==> config.mk <==
export PLATFORM = sky130hd
export DESIGN_NAME = dtls_record_header_parser
export DESIGN_NICKNAME = d
export VERILOG_FILES = /design/src/rtl/dtls_pkg.sv /design/src/rtl/dtls_front.sv /design/src/rtl/dtls_queue.sv /design/src/rtl/dtls_record_header_parser.sv
export SDC_FILE = /design/constraint.sdc
export NUM_CORES = 1
export LEC_CHECK = 0
export ABC_AREA = 1
export BUFFER_PORTS_ARGS = -buffer_cell sky130_fd_sc_hd__buf_2
export CAP_MARGIN = 30
export CORE_UTILIZATION = 55
export CTS_CLUSTER_SIZE = 28
export DETAILED_ROUTE_END_ITERATION = 16
export GPL_ROUTABILITY_DRIVEN = 0
export PLACE_DENSITY_LB_ADDON = 0.05
export SYNTH_ARGS = -nofsm -noshare
export SYNTH_HDL_FRONTEND = slang
export SYNTH_SLANG_ARGS = --single-unit
==> constraint.sdc <==
create_clock -name clock -period 13.81 [get_ports clock]
set_clock_uncertainty 0.05 [all_clocks]
set_input_delay 1.381 -clock clock [delete_from_list [all_inputs] [get_ports clock]]
set_output_delay 1.381 -clock clock [all_outputs]
set_load 0.02 [all_outputs]
==> src/rtl/dtls_pkg.sv <==
// types and constants shared by the dtls record header parser
package dtls_pkg;

   localparam logic [15:0] VERSION_LEGACY = 16'h0100;

   typedef enum logic [2:0] {
      PH_HEADER   = 3'd0,
      PH_PREFIX   = 3'd1,
      PH_SID_LEN  = 3'd2,
      PH_SID_SKIP = 3'd3,
      PH_CK_LEN   = 3'd4,
      PH_CK_SKIP  = 3'd5,
      PH_CS_LEN   = 3'd6,
      PH_SUITES   = 3'd7
   } phase_type;

   typedef struct packed {
      logic [7:0] data_byte;
      logic       last_byte;
   } req_type;

   typedef struct packed {
      logic        result_kind;
      logic [15:0] suite_value;
      logic [5:0]  suite_index;
      logic        is_dtls;
      logic [7:0]  record_type_out;
      logic [15:0] record_version_out;
      logic [15:0] record_epoch_out;
      logic [47:0] record_sequence_out;
      logic [15:0] record_length_out;
      logic        suites_ok;
      logic [14:0] suites_declared;
      logic        last;
   } rsp_type;

   // what the front part hands to the back part for one byte
   typedef struct packed {
      logic    suite_valid;
      rsp_type suite;
      logic    summary_valid;
      rsp_type summary;
   } work_type;

endpackage

==> src/rtl/dtls_front.sv <==
// byte parser: tracks position and phase, builds suite entries and summaries
module dtls_front #(
   parameter int MAX_SUITES = 64
) (
   input  logic             clock,
   input  logic             reset,
   input  logic             accept_legacy,
   input  logic             in_valid,
   input  dtls_pkg::req_type in_item,
   output dtls_pkg::work_type work
);
   import dtls_pkg::*;

   localparam logic [14:0] LIMIT = 15'(MAX_SUITES);

   logic [15:0] pos_ff, pos_in;
   logic [7:0]  type_ff, type_in;
   logic [15:0] ver_ff, ver_in;
   logic [15:0] epoch_ff, epoch_in;
   logic [47:0] seq_ff, seq_in;
   logic [15:0] len_ff, len_in;
   phase_type   phase_ff, phase_in;
   logic [7:0]  skip_ff, skip_in;
   logic [14:0] decl_ff, decl_in;
   logic [6:0]  seen_ff, seen_in;
   logic [7:0]  high_ff, high_in;
   logic        fail_ff, fail_in;

   logic [7:0]  b;
   logic [14:0] limit_cur, limit_new;
   logic        ver_ok;

   function automatic logic vok(input logic [15:0] v, input logic leg);
      return v == 16'hFEFF || v == 16'hFEFD || v == 16'hFEFC
         || (v == VERSION_LEGACY && leg);
   endfunction

   always_comb begin
      b = in_item.data_byte;
      pos_in = pos_ff; type_in = type_ff; ver_in = ver_ff; epoch_in = epoch_ff;
      seq_in = seq_ff; len_in = len_ff; phase_in = phase_ff; skip_in = skip_ff;
      decl_in = decl_ff; seen_in = seen_ff; high_in = high_ff; fail_in = fail_ff;
      work = '0;
      limit_cur = (decl_ff < LIMIT) ? decl_ff : LIMIT;
      if (pos_ff <= 16'd12) begin
         if (pos_ff == 16'd0) type_in = b;
         else if (pos_ff <= 16'd2) ver_in = {ver_ff[7:0], b};
         else if (pos_ff <= 16'd4) epoch_in = {epoch_ff[7:0], b};
         else if (pos_ff <= 16'd10) seq_in = {seq_ff[39:0], b};
         else len_in = {len_ff[7:0], b};
         if (pos_ff == 16'd12) begin
            if (type_ff == 8'd22 && vok(ver_ff, accept_legacy)) phase_in = PH_PREFIX;
            else fail_in = 1'b1;
         end
      end else if (!fail_ff) begin
         case (phase_ff)
            PH_PREFIX: begin
               if (pos_ff == 16'd13 && b != 8'd1) fail_in = 1'b1;
               if (pos_ff == 16'd58) phase_in = PH_SID_LEN;
            end
            PH_SID_LEN, PH_CK_LEN: begin
               skip_in = b;
               phase_in = (b != 8'd0) ? phase_type'(phase_ff + 3'd1)
                                      : phase_type'(phase_ff + 3'd2);
            end
            PH_SID_SKIP, PH_CK_SKIP: begin
               skip_in = skip_ff - 8'd1;
               if (skip_in == 8'd0) phase_in = phase_type'(phase_ff + 3'd1);
            end
            PH_CS_LEN: begin
               if (skip_ff == 8'd0) begin
                  high_in = b; skip_in = 8'd1;
               end else begin
                  decl_in = {high_ff, b[7:1]};
                  skip_in = 8'd0;
                  phase_in = PH_SUITES;
               end
            end
            PH_SUITES: begin
               if ({8'd0, seen_ff} < {1'b0, limit_cur}) begin
                  if (skip_ff == 8'd0) begin
                     high_in = b; skip_in = 8'd1;
                  end else begin
                     work.suite_valid = in_valid;
                     work.suite.suite_value = {high_ff, b};
                     work.suite.suite_index = seen_ff[5:0];
                     seen_in = seen_ff + 7'd1;
                     skip_in = 8'd0;
                  end
               end
            end
            default: ;
         endcase
      end
      if (pos_ff != 16'hFFFF) pos_in = pos_ff + 16'd1;
      limit_new = (decl_in < LIMIT) ? decl_in : LIMIT;
      ver_ok = vok(ver_in, accept_legacy);
      work.summary.result_kind = 1'b1;
      work.summary.is_dtls = pos_in > 16'd13 && type_in >= 8'd20 && type_in <= 8'd24
         && ver_ok;
      work.summary.record_type_out = type_in;
      work.summary.record_version_out = ver_in;
      work.summary.record_epoch_out = epoch_in;
      work.summary.record_sequence_out = seq_in;
      work.summary.record_length_out = len_in;
      work.summary.suites_ok = !fail_in && phase_in == PH_SUITES
         && {8'd0, seen_in} >= {1'b0, limit_new};
      work.summary.suites_declared = decl_in;
      work.summary.last = 1'b1;
      work.summary_valid = in_valid && in_item.last_byte;
   end

   always_ff @(posedge clock) begin
      if (reset || (in_valid && in_item.last_byte)) begin
         pos_ff <= '0; type_ff <= '0; ver_ff <= '0; epoch_ff <= '0; seq_ff <= '0;
         len_ff <= '0; phase_ff <= PH_HEADER; skip_ff <= '0; decl_ff <= '0;
         seen_ff <= '0; high_ff <= '0; fail_ff <= 1'b0;
      end else if (in_valid) begin
         pos_ff <= pos_in; type_ff <= type_in; ver_ff <= ver_in; epoch_ff <= epoch_in;
         seq_ff <= seq_in; len_ff <= len_in; phase_ff <= phase_in; skip_ff <= skip_in;
         decl_ff <= decl_in; seen_ff <= seen_in; high_ff <= high_in; fail_ff <= fail_in;
      end
   end
endmodule

==> src/rtl/dtls_queue.sv <==
// result queue: takes up to two results per cycle, delivers one per pop
module dtls_queue #(
   parameter int DEPTH = 4
) (
   input  logic              clock,
   input  logic              reset,
   input  dtls_pkg::work_type work,
   output logic              full,
   output logic              empty,
   input  logic              pop,
   output dtls_pkg::rsp_type  head
);
   import dtls_pkg::*;

   localparam int AW = $clog2(DEPTH);

   rsp_type         mem_ff [DEPTH];
   logic [AW-1:0]   wr_ff, wr_in, rd_ff, rd_in;
   logic [AW:0]     cnt_ff, cnt_in;
   logic            do_pop;

   assign empty = cnt_ff == '0;
   assign full = cnt_ff > (AW+1)'(DEPTH - 2);
   assign head = mem_ff[rd_ff];
   assign do_pop = pop && !empty;

   always_comb begin
      wr_in = wr_ff;
      cnt_in = cnt_ff;
      if (work.suite_valid) wr_in = wr_in + 1'b1;
      if (work.summary_valid) wr_in = wr_in + 1'b1;
      cnt_in = cnt_ff + (AW+1)'(work.suite_valid) + (AW+1)'(work.summary_valid)
         - (AW+1)'(do_pop);
      rd_in = do_pop ? rd_ff + 1'b1 : rd_ff;
   end

   always_ff @(posedge clock) begin
      if (work.suite_valid) mem_ff[wr_ff] <= work.suite;
      if (work.summary_valid) begin
         if (work.suite_valid) mem_ff[wr_ff + 1'b1] <= work.summary;
         else mem_ff[wr_ff] <= work.summary;
      end
   end

   always_ff @(posedge clock) begin
      if (reset) begin
         wr_ff <= '0; rd_ff <= '0; cnt_ff <= '0;
      end else begin
         wr_ff <= wr_in; rd_ff <= rd_in; cnt_ff <= cnt_in;
      end
   end
endmodule

==> src/rtl/dtls_record_header_parser.sv <==
// top level of the dtls record header and client hello suite parser
// One payload byte is taken per cycle while full is low; the parser keeps a byte
// counter and phase and emits up to two results per byte (a suite entry and,
// on the last byte, a packet summary) into a four-entry result queue. full
// rises when fewer than two free slots remain, so input stalls only when the
// consumer falls behind. Each result is written into the queue on the clock edge that takes its byte.
module dtls_record_header_parser #(
   parameter int MAX_SUITES = 64
) (
   input  logic              clock,
   input  logic              reset,
   input  logic              push,
   output logic              full,
   input  dtls_pkg::req_type  req_item,
   output logic              empty,
   input  logic              pop,
   output dtls_pkg::rsp_type  rsp_item,
   input  logic              csr_write,
   input  logic              csr_data
);
   import dtls_pkg::*;

   logic     legacy_ff;
   work_type work;

   always_ff @(posedge clock) begin
      if (reset) legacy_ff <= 1'b1;
      else if (csr_write) legacy_ff <= csr_data;
   end

   dtls_front #(.MAX_SUITES(MAX_SUITES)) u_front (
      .clock(clock), .reset(reset), .accept_legacy(legacy_ff),
      .in_valid(push && !full), .in_item(req_item), .work(work)
   );

   dtls_queue #(.DEPTH(4)) u_queue (
      .clock(clock), .reset(reset), .work(work), .full(full),
      .empty(empty), .pop(pop), .head(rsp_item)
   );
endmodule

==> results of run 1 <==
## metrics by stage
step | utilization, % | hold slack (ps)
2_1_floorplan | - | 363.6
3_3_place_gp | 57.16 | 372.3
3_5_place_dp | 57.37 | 378.6
4_1_cts | 61.53 | 394.7
5_1_grt | 61.62 | 431.2
6_report | 61.62 | 396.5
## layer usage
metal  GRT usage [%]  wire [um]
met5               0         13
met4           9.656       2594
met3           4.572       6875
met2           47.33      44580
met1           41.40      42470
## power by group through the flow
stage / registers, mW / clock network (mW) / logic, mW
finish: 2.86 / 2.14 / 2.83
CTS: 2.85 / 2.16 / 2.82
global placement: 2.89 / 0 / 2.78
detailed placement: 2.90 / 0 / 2.81
floorplan: 2.85 / 0 / 1.99
global route: 2.89 / 2.25 / 3.13
## state kept, by name (all words and copies together) (netlist names), named ones only
register and count:
u_front.high_ff 8, u_front.len_ff 16, u_front.epoch_ff 16, legacy_ff 1
u_front.phase_ff 3, u_front.type_ff 8, u_front.pos_ff 16, u_front.decl_ff 15
u_front.ver_ff 16, u_queue.rd_ff 2, u_front.fail_ff 1, u_queue.wr_ff 2
u_front.skip_ff 8, u_front.seen_ff 7, u_queue.mem_ff 576, u_front.seq_ff 48
u_queue.cnt_ff 3
## kinds of logic after synthesis
group / synth area share (%)
adder cells (fa/ha/maj): 1.471
AO/OA/AOI/OAI: 14.93
XOR/XNOR: 0.2249
buffers and inverters: 7.590
flip-flops: 56.55
AND/OR/NAND/NOR: 19.24
## cell usage after synthesis (all sizes together), types with 19 or more instances
| cell type | instances |
|---|---|
| nor2 | 1107 |
| edfxtp | 484 |
| o21ai | 481 |
| nand2 | 429 |
| inv | 383 |
| dfxtp | 264 |
| a21oi | 156 |
| clkbuf | 151 |
| o22ai | 138 |
| buf | 109 |
| o211ai | 87 |
| nand3 | 78 |
| nand4 | 47 |
| ha | 38 |
| a21boi | 19 |
## worst max-delay path by stage
stage / start / endpoint / cells past startpoint
2_1_floorplan: u_front.decl_ff[11] / u_queue.mem_ff[0][100] / 14
3_3_place_gp: u_front.decl_ff[11] / u_queue.mem_ff[0][75] / 15
3_5_place_dp: u_front.decl_ff[11] / u_queue.mem_ff[0][108] / 15
4_1_cts: u_front.decl_ff[11] / u_queue.mem_ff[0][70] / 15
5_1_grt: u_front.decl_ff[11] / u_queue.mem_ff[0][70] / 15
6_report: u_front.decl_ff[11] / u_queue.mem_ff[0][112] / 15
## worst max-delay path: stages, from the launching register on
cell,delay [ps]
dfxtp_1,330
or2_1,260
nor4_1,810
nand2_1,150
ha_1,350
a21oi_1,140
nor2_1,70
a211oi_1,520
nand3_1,270
nor2_2,220
nand2_1,150
nand2_1,190
nand2_1,480
nand2_4,770
buf_4,780
buf_4,630
## layout make-up
type | count | area (um^2)
multi-input cells | 2643 | 12620
fillers | 5564 | 24160
inverters | 385 | 1463
clock buffers | 112 | 2357
clock inverters | 33 | 260.3
repair buffers | 198 | 1216
well taps | 846 | 1059
flip-flops and latches | 748 | 19830
==> impl_metrics.toml, run 1 <==
[layout]
area_growth_pct = 10.71
fin_cells = 4965
drive_gt1_share_pct = 10.46
layout_common_cells = "nor2_1, edfxtp_1, o21ai_0"
n_antenna_cell = 0
final_common_cell = "nor2_1"
fin_area_um2 = 38800
num-nets-final = 4111

[sta]
grt_setup_unrepaired = "no"
setup_tns_ps = 0
finalHoldViolCount = 0
min_period_ps = 6605
setup_violations = 0
worst_slew_pin_slew_ps = 1052
setup_ws_ps = 7206
clock.fmax_mhz = 151.4
final-max-slew-violation-count = 0
slew_headroom_pct = 29.88
period_share_pct = 47.82

[setup_path]
reg2reg_slack_ps = 7210
crit_arrival_ps = 6800
cp-end-kind = "flop"
rr_worst_depth = 15
cp-start-kind = "flop"
cp.required_ps = 14010
critical_path_class = "reg -> reg"
reg2reg_from = "u_front.decl_ff[11]"
crit_fanout = 51
r2r_end = "u_queue.mem_ff[0][112]"

[worst_hold_path]
worstHoldPathCells = 2
min_from = "u_queue.mem_ff[2][0]"
worstHoldPathType = "reg -> reg"
min_to = "u_queue.mem_ff[2][0]"

[floorplanning]
die_height_um = 254.4
ios = 162
die_x_um = 254.4
start_util_pct = 55.66
coreArea_um2 = 62970
die_area_um2 = 64740
rows = 92

[placement]
io_buffers = 161
dp_hpwl_mm = 55.94
dpl.cell_count = 4817
dpl-instance-area_um2 = 36120
dp_slack_ps = 7317

[synthesis]
netlist_top_cells_area = "edfxtp_1, dfxtp_1, nor2_1"
synth_cells = 4036
synth_area_per_cell_um2 = 8.684
synth_edf_count = 484
synth_top_flop_cell = "edfxtp_1"
synth_seq_cells = 748
synth_top_area_share_pct = 41.47
synth_top_cell_by_area = "edfxtp_1"
async_flop_share_pct = 0
synthDistinctLibCells = 46
syn_area_um2 = 35050
syn_nets = 4091
yosysSeqAreaShare_pct = 56.55
yosysWarnings = 0

[power_and_ir_drop]
power.total_mw = 7.829
leakagePower_nw = 14.68
p_sw_mw = 3.148
irDropWorstVdd_v = 0.0001301
p_int_mw = 4.681
clkPwrFrac_pct = 27.3
switching_share_pct = 40.21
p_comb_share_pct = 36.2
p_per_area_nw_per_um2 = 201.8
seqPwrFrac_pct = 36.5

[clock_tree]
clkTransAtPathRegs_ps = 60
h-tree-depth = 3
cts_inserted_buffers = 80
ctsRootBufferMaster = "clkbuf_16"
clock_latency_ps = 620
cts_tree = "yes"
numClockSinks = 748
ctsHoldBuffers = 0
cts_resized = 0
cts_buffer_depth = 3
cts_setup_buffers = 0

[drt]
drtIter0Drc = 2562
wl_mm = 96.54
drc = 0
drt-wirelength-per-cell_um = 19.44
ant_nets = 0
vias = 27903
dr.pass1.iters = 6
routed_via_density = 5.620

[status]
status = "complete, no violations"

[flow_run]
maxCapViolCount = 0

[global_route]
grt_pass1_vias = 25333
grt_max_degree = 162
grtUsageTotal_pct = 29.63
grt-ovfl-total = 0
grt_pass1_wl_mm = 147.2
antenna_found_initial = 4
Note: power is estimated with default switching activity, not from simulation.
==> inputs of run 2 (changes only) <==
==> constraint.sdc (replaced) <==
create_clock -name clock -period 6.6 [get_ports clock]
set_clock_uncertainty 0.05 [all_clocks]
set_input_delay 0.66 -clock clock [delete_from_list [all_inputs] [get_ports clock]]
set_output_delay 0.66 -clock clock [all_outputs]
set_load 0.02 [all_outputs]
==> run 2 against run 1 <==
Net effect: sequential cell count stayed put; clock-buffer cell count grew 5; die area stayed put; critical endpoint is now u_queue.mem_ff[3][16]; global-route usage grew 0.21 points; via count increased by 0.73%; sequential share of layout area shrank 0.21 points; hold slack worse by 200 ps; highest routed layer is now met4; total power up 110%; non-clock buffer count increased by 14; final cell count grew 0.28%; critical path depth down 2; utilization rose by 0.25 points.
==> impl_metrics.toml, run 2 (same netlist as run 1, synthesis figures left out) <==
[floorplanning]
coreArea_um2 = 62970
die_height_um = 254.4
die_area_um2 = 64740
ios = 162
start_util_pct = 55.66
die_x_um = 254.4
rows = 92

[clock_tree]
numClockSinks = 748
clock_latency_ps = 630
cts_resized = 0
ctsRootBufferMaster = "clkbuf_16"
cts_setup_buffers = 0
ctsHoldBuffers = 0
cts_buffer_depth = 3
clkTransAtPathRegs_ps = 60
cts_tree = "yes"
cts_inserted_buffers = 79
h-tree-depth = 3

[drt]
routed_via_density = 5.645
dr.pass1.iters = 6
wl_mm = 97.55
ant_nets = 0
drt-wirelength-per-cell_um = 19.59
drtIter0Drc = 2659
vias = 28106
drc = 0

[setup_path]
r2r_end = "u_queue.mem_ff[3][16]"
cp_num_cells = 13
worstSetupStartpoint = "u_front.decl_ff[11]"
endpoint = "u_queue.mem_ff[3][16]"
cp.required_ps = 6990
cp-start-kind = "flop"
cp_cell_sequence = "or2_1, nor4_1, nand2_1, ha_1, a21oi_1, nor2_1, a211oi_1, nand4_4, nor2_4, nand2_1, and2_4, buf_4, nor3_1"
crit_fanout = 46
cp-end-kind = "flop"
rr_worst_depth = 13
cp_slowest_cell = "nor4_1"
cp_top_family = "simple AND/OR/NAND/NOR gates"
reg2reg_slack_ps = 1200
cpMostUsedCell = "nand2_1"
slowest_delay_ps = 790
crit_arrival_ps = 5800
reg2reg_from = "u_front.decl_ff[11]"
critical_path_class = "reg -> reg"
crit_buf_inv = 1

[layout]
largest_registers = "u_queue.mem_ff: 576 flops, u_front.seq_ff: 48 flops"
n_antenna_cell = 0
num-nets-final = 4124
drive_gt1_share_pct = 10.60
final_common_cell = "nor2_1"
regMostFlops = "u_queue.mem_ff"
layout_common_cells = "nor2_1, edfxtp_1, o21ai_0"
area_growth_pct = 11.17
largest_register_ffs = 576

[global_route]
grt_pass1_wl_mm = 148.9
grt_max_degree = 188
grtUsageTotal_pct = 29.84
grt_pass1_vias = 25741
antenna_found_initial = 0
grt-ovfl-total = 0

[sta]
worst_slew_pin_slew_ps = 1292
min_period_ps = 5402
final-max-slew-violation-count = 0
setup_tns_ps = 0
setup_violations = 0
clock.fmax_mhz = 185.1
period_share_pct = 81.85
slew_headroom_pct = 13.86
finalHoldViolCount = 0
timing.hold.ws_ps = 193.0
grt_setup_unrepaired = "no"

[placement]
dp_hpwl_mm = 58.51
io_buffers = 161

[worst_hold_path]
worstHoldPathType = "in -> reg"

[status]
status = "complete, no violations"

[power_and_ir_drop]
irDropWorstVdd_v = 0.0002916
leakagePower_nw = 14.75
p_per_area_nw_per_um2 = 422.1

[flow_run]
maxCapViolCount = 0
## run 2: worst min-delay path by stage
stage                                    start              endpoint  slack, ps  cells past startpoint
after floorplan           u_queue.mem_ff[1][0]  u_queue.mem_ff[1][0]        360                      2
after global placement    u_queue.mem_ff[0][0]  u_queue.mem_ff[0][0]        380                      2
after detailed placement  u_queue.mem_ff[1][0]  u_queue.mem_ff[1][0]        380                      2
after CTS                            csr_write             legacy_ff        170                      2
after global routing                 csr_write             legacy_ff        220                      2
final                                csr_write             legacy_ff        190                      2
## run 2: metrics by stage
step | util, % | power [mW] | setup WS, ps | instances | area (um^2)
3_3_place_gp | 57.57 | 11.93 | 1433 | 4830 | 36250
3_5_place_dp | 57.68 | 11.99 | 1280 | 4833 | 36320
5_1_grt | 61.88 | 17.32 | 857.8 | 4979 | 38960
6_report | 61.88 | 16.45 | 1198 | 4979 | 38960
2_1_floorplan | - | 10.13 | 502.8 | 4036 | 35050
4_1_cts | 61.83 | 16.47 | 1251 | 4978 | 38930
## run 2: layout make-up
type                            count  area, um^2
Timing Repair Buffer              212        1378
Clock buffer                      117        2337
Fill cell                        5547       24000
Tap cell                          846        1059
Sequential cell                   748       19830
Inverter                          385        1463
Clock inverter                     28       277.8
Multi-Input combinational cell   2643       12620
## run 2: metal layers
| metal | vias up | wire length, um | GRT usage [%] |
|---|---|---|---|
| li1 | 13548 | - | - |
| met1 | 13495 | 42780 | 41.22 |
| met2 | 928 | 46610 | 49.55 |
| met3 | 135 | 6163 | 3.684 |
| met4 | 0 | 1995 | 8.365 |
| met5 | - | 0 | 0 |
## run 2: power by group
group	internal [mW]	switching (mW)	leakage [nW]	total, mW
clock network	2.65	1.86	1.28	4.50
registers	5.58	0.392	6.24	5.97
logic	1.61	4.36	7.22	5.97
total	9.84	6.60	14.7	16.4
## run 2: worst register-to-register path: stages, from the launching register on
cell	delay, ps
dfxtp_1	330
or2_1	250
nor4_1	790
nand2_1	110
ha_1	330
a21oi_1	130
nor2_1	60
a211oi_1	460
nand4_4	510
nor2_4	280
nand2_1	630
and2_4	590
buf_4	420
nor3_1	290
==> inputs of run 3 (changes only) <==
--- a/config.mk
+++ b/config.mk
@@ -5,7 +5,7 @@
 export SDC_FILE = /design/constraint.sdc
 export NUM_CORES = 1
 export LEC_CHECK = 0
-export ABC_AREA = 1
+export ABC_AREA = 0
 export BUFFER_PORTS_ARGS = -buffer_cell sky130_fd_sc_hd__buf_2
 export CAP_MARGIN = 30
 export CORE_UTILIZATION = 55
==> constraint.sdc (replaced) <==
create_clock -name clock -period 4.87 [get_ports clock]
set_clock_uncertainty 0.05 [all_clocks]
set_input_delay 0.487 -clock clock [delete_from_list [all_inputs] [get_ports clock]]
set_output_delay 0.487 -clock clock [all_outputs]
set_load 0.02 [all_outputs]
==> run 3 against run 2 <==
Net effect: synthesized area decreased by 6.5%; routed wire length decreased by 15%; clock power increased by 28%; via count decreased by 23%; critical endpoint is now u_queue.mem_ff[0][16]; largest cell class unchanged; largest power group unchanged.
==> impl_metrics.toml, run 3 <==
[worst_hold_path]
min_from = "csr_write"
worstHoldPathCells = 2
worstHoldPathType = "in -> reg"

[setup_path]
critical_path_class = "reg -> reg"
rr_worst_depth = 17
reg2reg_slack_ps = 410
reg2reg_from = "u_front.decl_ff[8]"
crit_arrival_ps = 4840
cp.required_ps = 5250
cp_slowest_cell = "or4_4"
cp-start-kind = "flop"
cp-end-kind = "flop"
crit_fanout = 9
worstSetupStartpoint = "u_front.decl_ff[8]"
cp_cell_sequence = "or4_4, nor4_4, buf_4, nand2_1, ha_1, and3_1, o21ai_0, nand4_1, or3_4, nor2_1, xor2_1, ha_1, nand2_1, o21ai_0, nand3_1, a221oi_2, nor4bb_1"
slowest_delay_ps = 540

[drt]
dr.pass1.iters = 5
drc = 0
routed_via_density = 6.004
drtIter0Drc = 1711
ant_nets = 0
wl_mm = 82.96
drt-wirelength-per-cell_um = 22.95
vias = 21703

[sta]
finalHoldViolCount = 0
slew_headroom_pct = 35.33
min_period_ps = 4456
final-max-slew-violation-count = 0
clock.fmax_mhz = 224.4
setup_violations = 0
worst_slew_pin_slew_ps = 970.1
period_share_pct = 91.50
grt_setup_unrepaired = "no"
setup_ws_ps = 414.2

[power_and_ir_drop]
clkPwrFrac_pct = 34.7
switching_share_pct = 29.43
irDropWorstVdd_v = 0.0005675
p_comb_share_pct = 21.6
p_per_area_nw_per_um2 = 449.2
p_int_mw = 11.73
seqPwrFrac_pct = 43.7
leakagePower_nw = 12.02
p_sw_mw = 4.893

[clock_tree]
clkTransAtPathRegs_ps = 60
ctsRootBufferMaster = "clkbuf_16"
cts_inserted_buffers = 78
clock_latency_ps = 620
cts_tree = "yes"
h-tree-depth = 3
numClockSinks = 748
cts_buffer_depth = 3

[layout]
num-nets-final = 2834
regMostFlops = "u_queue.mem_ff"
drive_gt1_share_pct = 18.68
final_common_cell = "nor2_1"
largest_registers = "u_queue.mem_ff: 576 flops, u_front.seq_ff: 48 flops"
layout_common_cells = "nor2_1, edfxtp_1, dfxtp_1"
fin_cells = 3615
largest_register_ffs = 576
n_antenna_cell = 0
area_growth_pct = 12.89
fillCellCount = 4550

[floorplanning]
die_height_um = 246.1
die_area_um2 = 60580
start_util_pct = 55.65
coreArea_um2 = 58910
ios = 162
rows = 89
die_x_um = 246.1

[global_route]
grt-ovfl-total = 0
antenna_found_initial = 0
grtUsageTotal_pct = 27.56
grt_pass1_wl_mm = 125.9
grt_pass1_vias = 21513
grt_max_degree = 101

[synthesis]
synth_edf_count = 484
synth_top_flop_cell = "edfxtp_1"
synth_cells = 2673
yosysWarnings = 0
synthAdderAreaFrac_pct = 1.572
async_flop_share_pct = 0
synth_area_per_cell_um2 = 12.26
synthMuxAreaShare_pct = 13.83
yosysSeqAreaShare_pct = 60.46
synth_top_cell_by_area = "edfxtp_1"
synth-simple-area-share_pct = 12.88
synth_top_area_share_pct = 44.33
syn_nets = 2728
yosysMostFrequentCell = "nor2_1"
synth_common_cells = "nor2_1, edfxtp_1, dfxtp_1"
synth_compound_area_share_pct = 6.992
synth_xor_area_share_pct = 0.8816
synth_seq_cells = 748
synth_top_family_by_area = "multiplexers"
synthDistinctLibCells = 75
netlist_top_cells_area = "edfxtp_1, dfxtp_1, mux4_2"
syn_area_um2 = 32780

[flow_run]
maxCapViolCount = 0

[status]
status = "complete, no violations"

[placement]
io_buffers = 161
dp_hpwl_mm = 48.17
dp_slack_ps = 228.5
dpl.cell_count = 3467
[run 3: cell count changes in the layout (fill, tap and decap cells not counted), moves of 18 or more]
| cell | before | now |
|---|---|---|
| mux2i_1 | 0 | 129 |
| a21oi_2 | 55 | 0 |
| mux4_2 | 0 | 144 |
| nor2_1 | 1090 | 583 |
| inv_1 | 376 | 38 |
| nand4_1 | 46 | 15 |
| a22o_1 | 0 | 93 |
| o22ai_1 | 138 | 1 |
| nand3_1 | 77 | 21 |
| nand2_1 | 418 | 247 |
| o211ai_1 | 87 | 6 |
| o21ai_0 | 453 | 18 |
| o21ai_1 | 21 | 3 |
| a21oi_1 | 101 | 131 |
[run 3: path summary, 6_finish.rpt]
kind	to
setup / recovery	u_queue.mem_ff[0][16]
hold / removal	legacy_ff
setup reg to reg	u_queue.mem_ff[0][16]
hold reg to reg	u_front.epoch_ff[13]
[run 3: layout make-up]
| type | instances | area [um^2] | share of cell area, % |
|---|---|---|---|
| Clock buffer | 124 | 2318 | 6.265 |
| Clock inverter | 19 | 153.9 | 0.4158 |
| Sequential cell | 748 | 19830 | 53.57 |
| Inverter | 43 | 176.4 | 0.4767 |
| Multi-Input combinational cell | 1674 | 11980 | 32.37 |
| Timing Repair Buffer | 234 | 1588 | 4.290 |
| Tap cell | 773 | 967.2 | 2.613 |
[run 3: worst max-delay path: cells and delay by family (launching register included)]
kind | cells | cell delay [ps]
adders and majority gates | 2 | 630
xor gates and xnor gates | 1 | 80
and+or+nand+nor | 10 | 2270
AOI/OAI and AO/OA | 3 | 740
buffers and inverters | 1 | 180
DFF | 1 | 320
[run 3: timing repair]
item / 4_1_cts / 5_1_grt
resized for setup: 0 / 2
hold endpoints to repair: 1 / 0
setup buffers: 0 / 4
hold buffers: 1 / 0
endpoints found under the setup margin: 0 / 4
[run 3: kinds of logic after synthesis]
group / after synthesis
compound gates: 332
xor+xnor: 33
fa+ha+maj: 40
buf+inv: 251
flops: 748
mux: 273
simple gates: 996
[run 3: routing by layer]
layer	global-route usage [%]	routed length (um)
met1	36.75	34850
met2	46.22	41030
met3	4.314	5101
met4	8.805	1978
met5	0	0
[run 3: power by group through the flow]
stage / clock [mW] / combinational (mW) / sequential (mW)
floorplan: 0 / 2.59 / 7.25
global placement: 0 / 3.59 / 7.39
detailed placement: 0 / 3.62 / 7.41
CTS: 5.84 / 3.63 / 7.27
global route: 6.10 / 3.82 / 7.31
finish: 5.77 / 3.59 / 7.27
[run 3: per-stage QoR]
step	total power [mW]	instance area (um^2)	TNS, ps	util [%]	hold slack, ps
floorplan	9.842	32860	-18830	-	370.4
global placement	10.98	34420	0	58.44	385.4
detailed placement	11.03	34490	0	58.54	392.3
CTS	16.75	36970	0	62.76	17.22
global route	17.23	37010	0	62.83	34.13
finish	16.62	37010	0	62.83	47.60
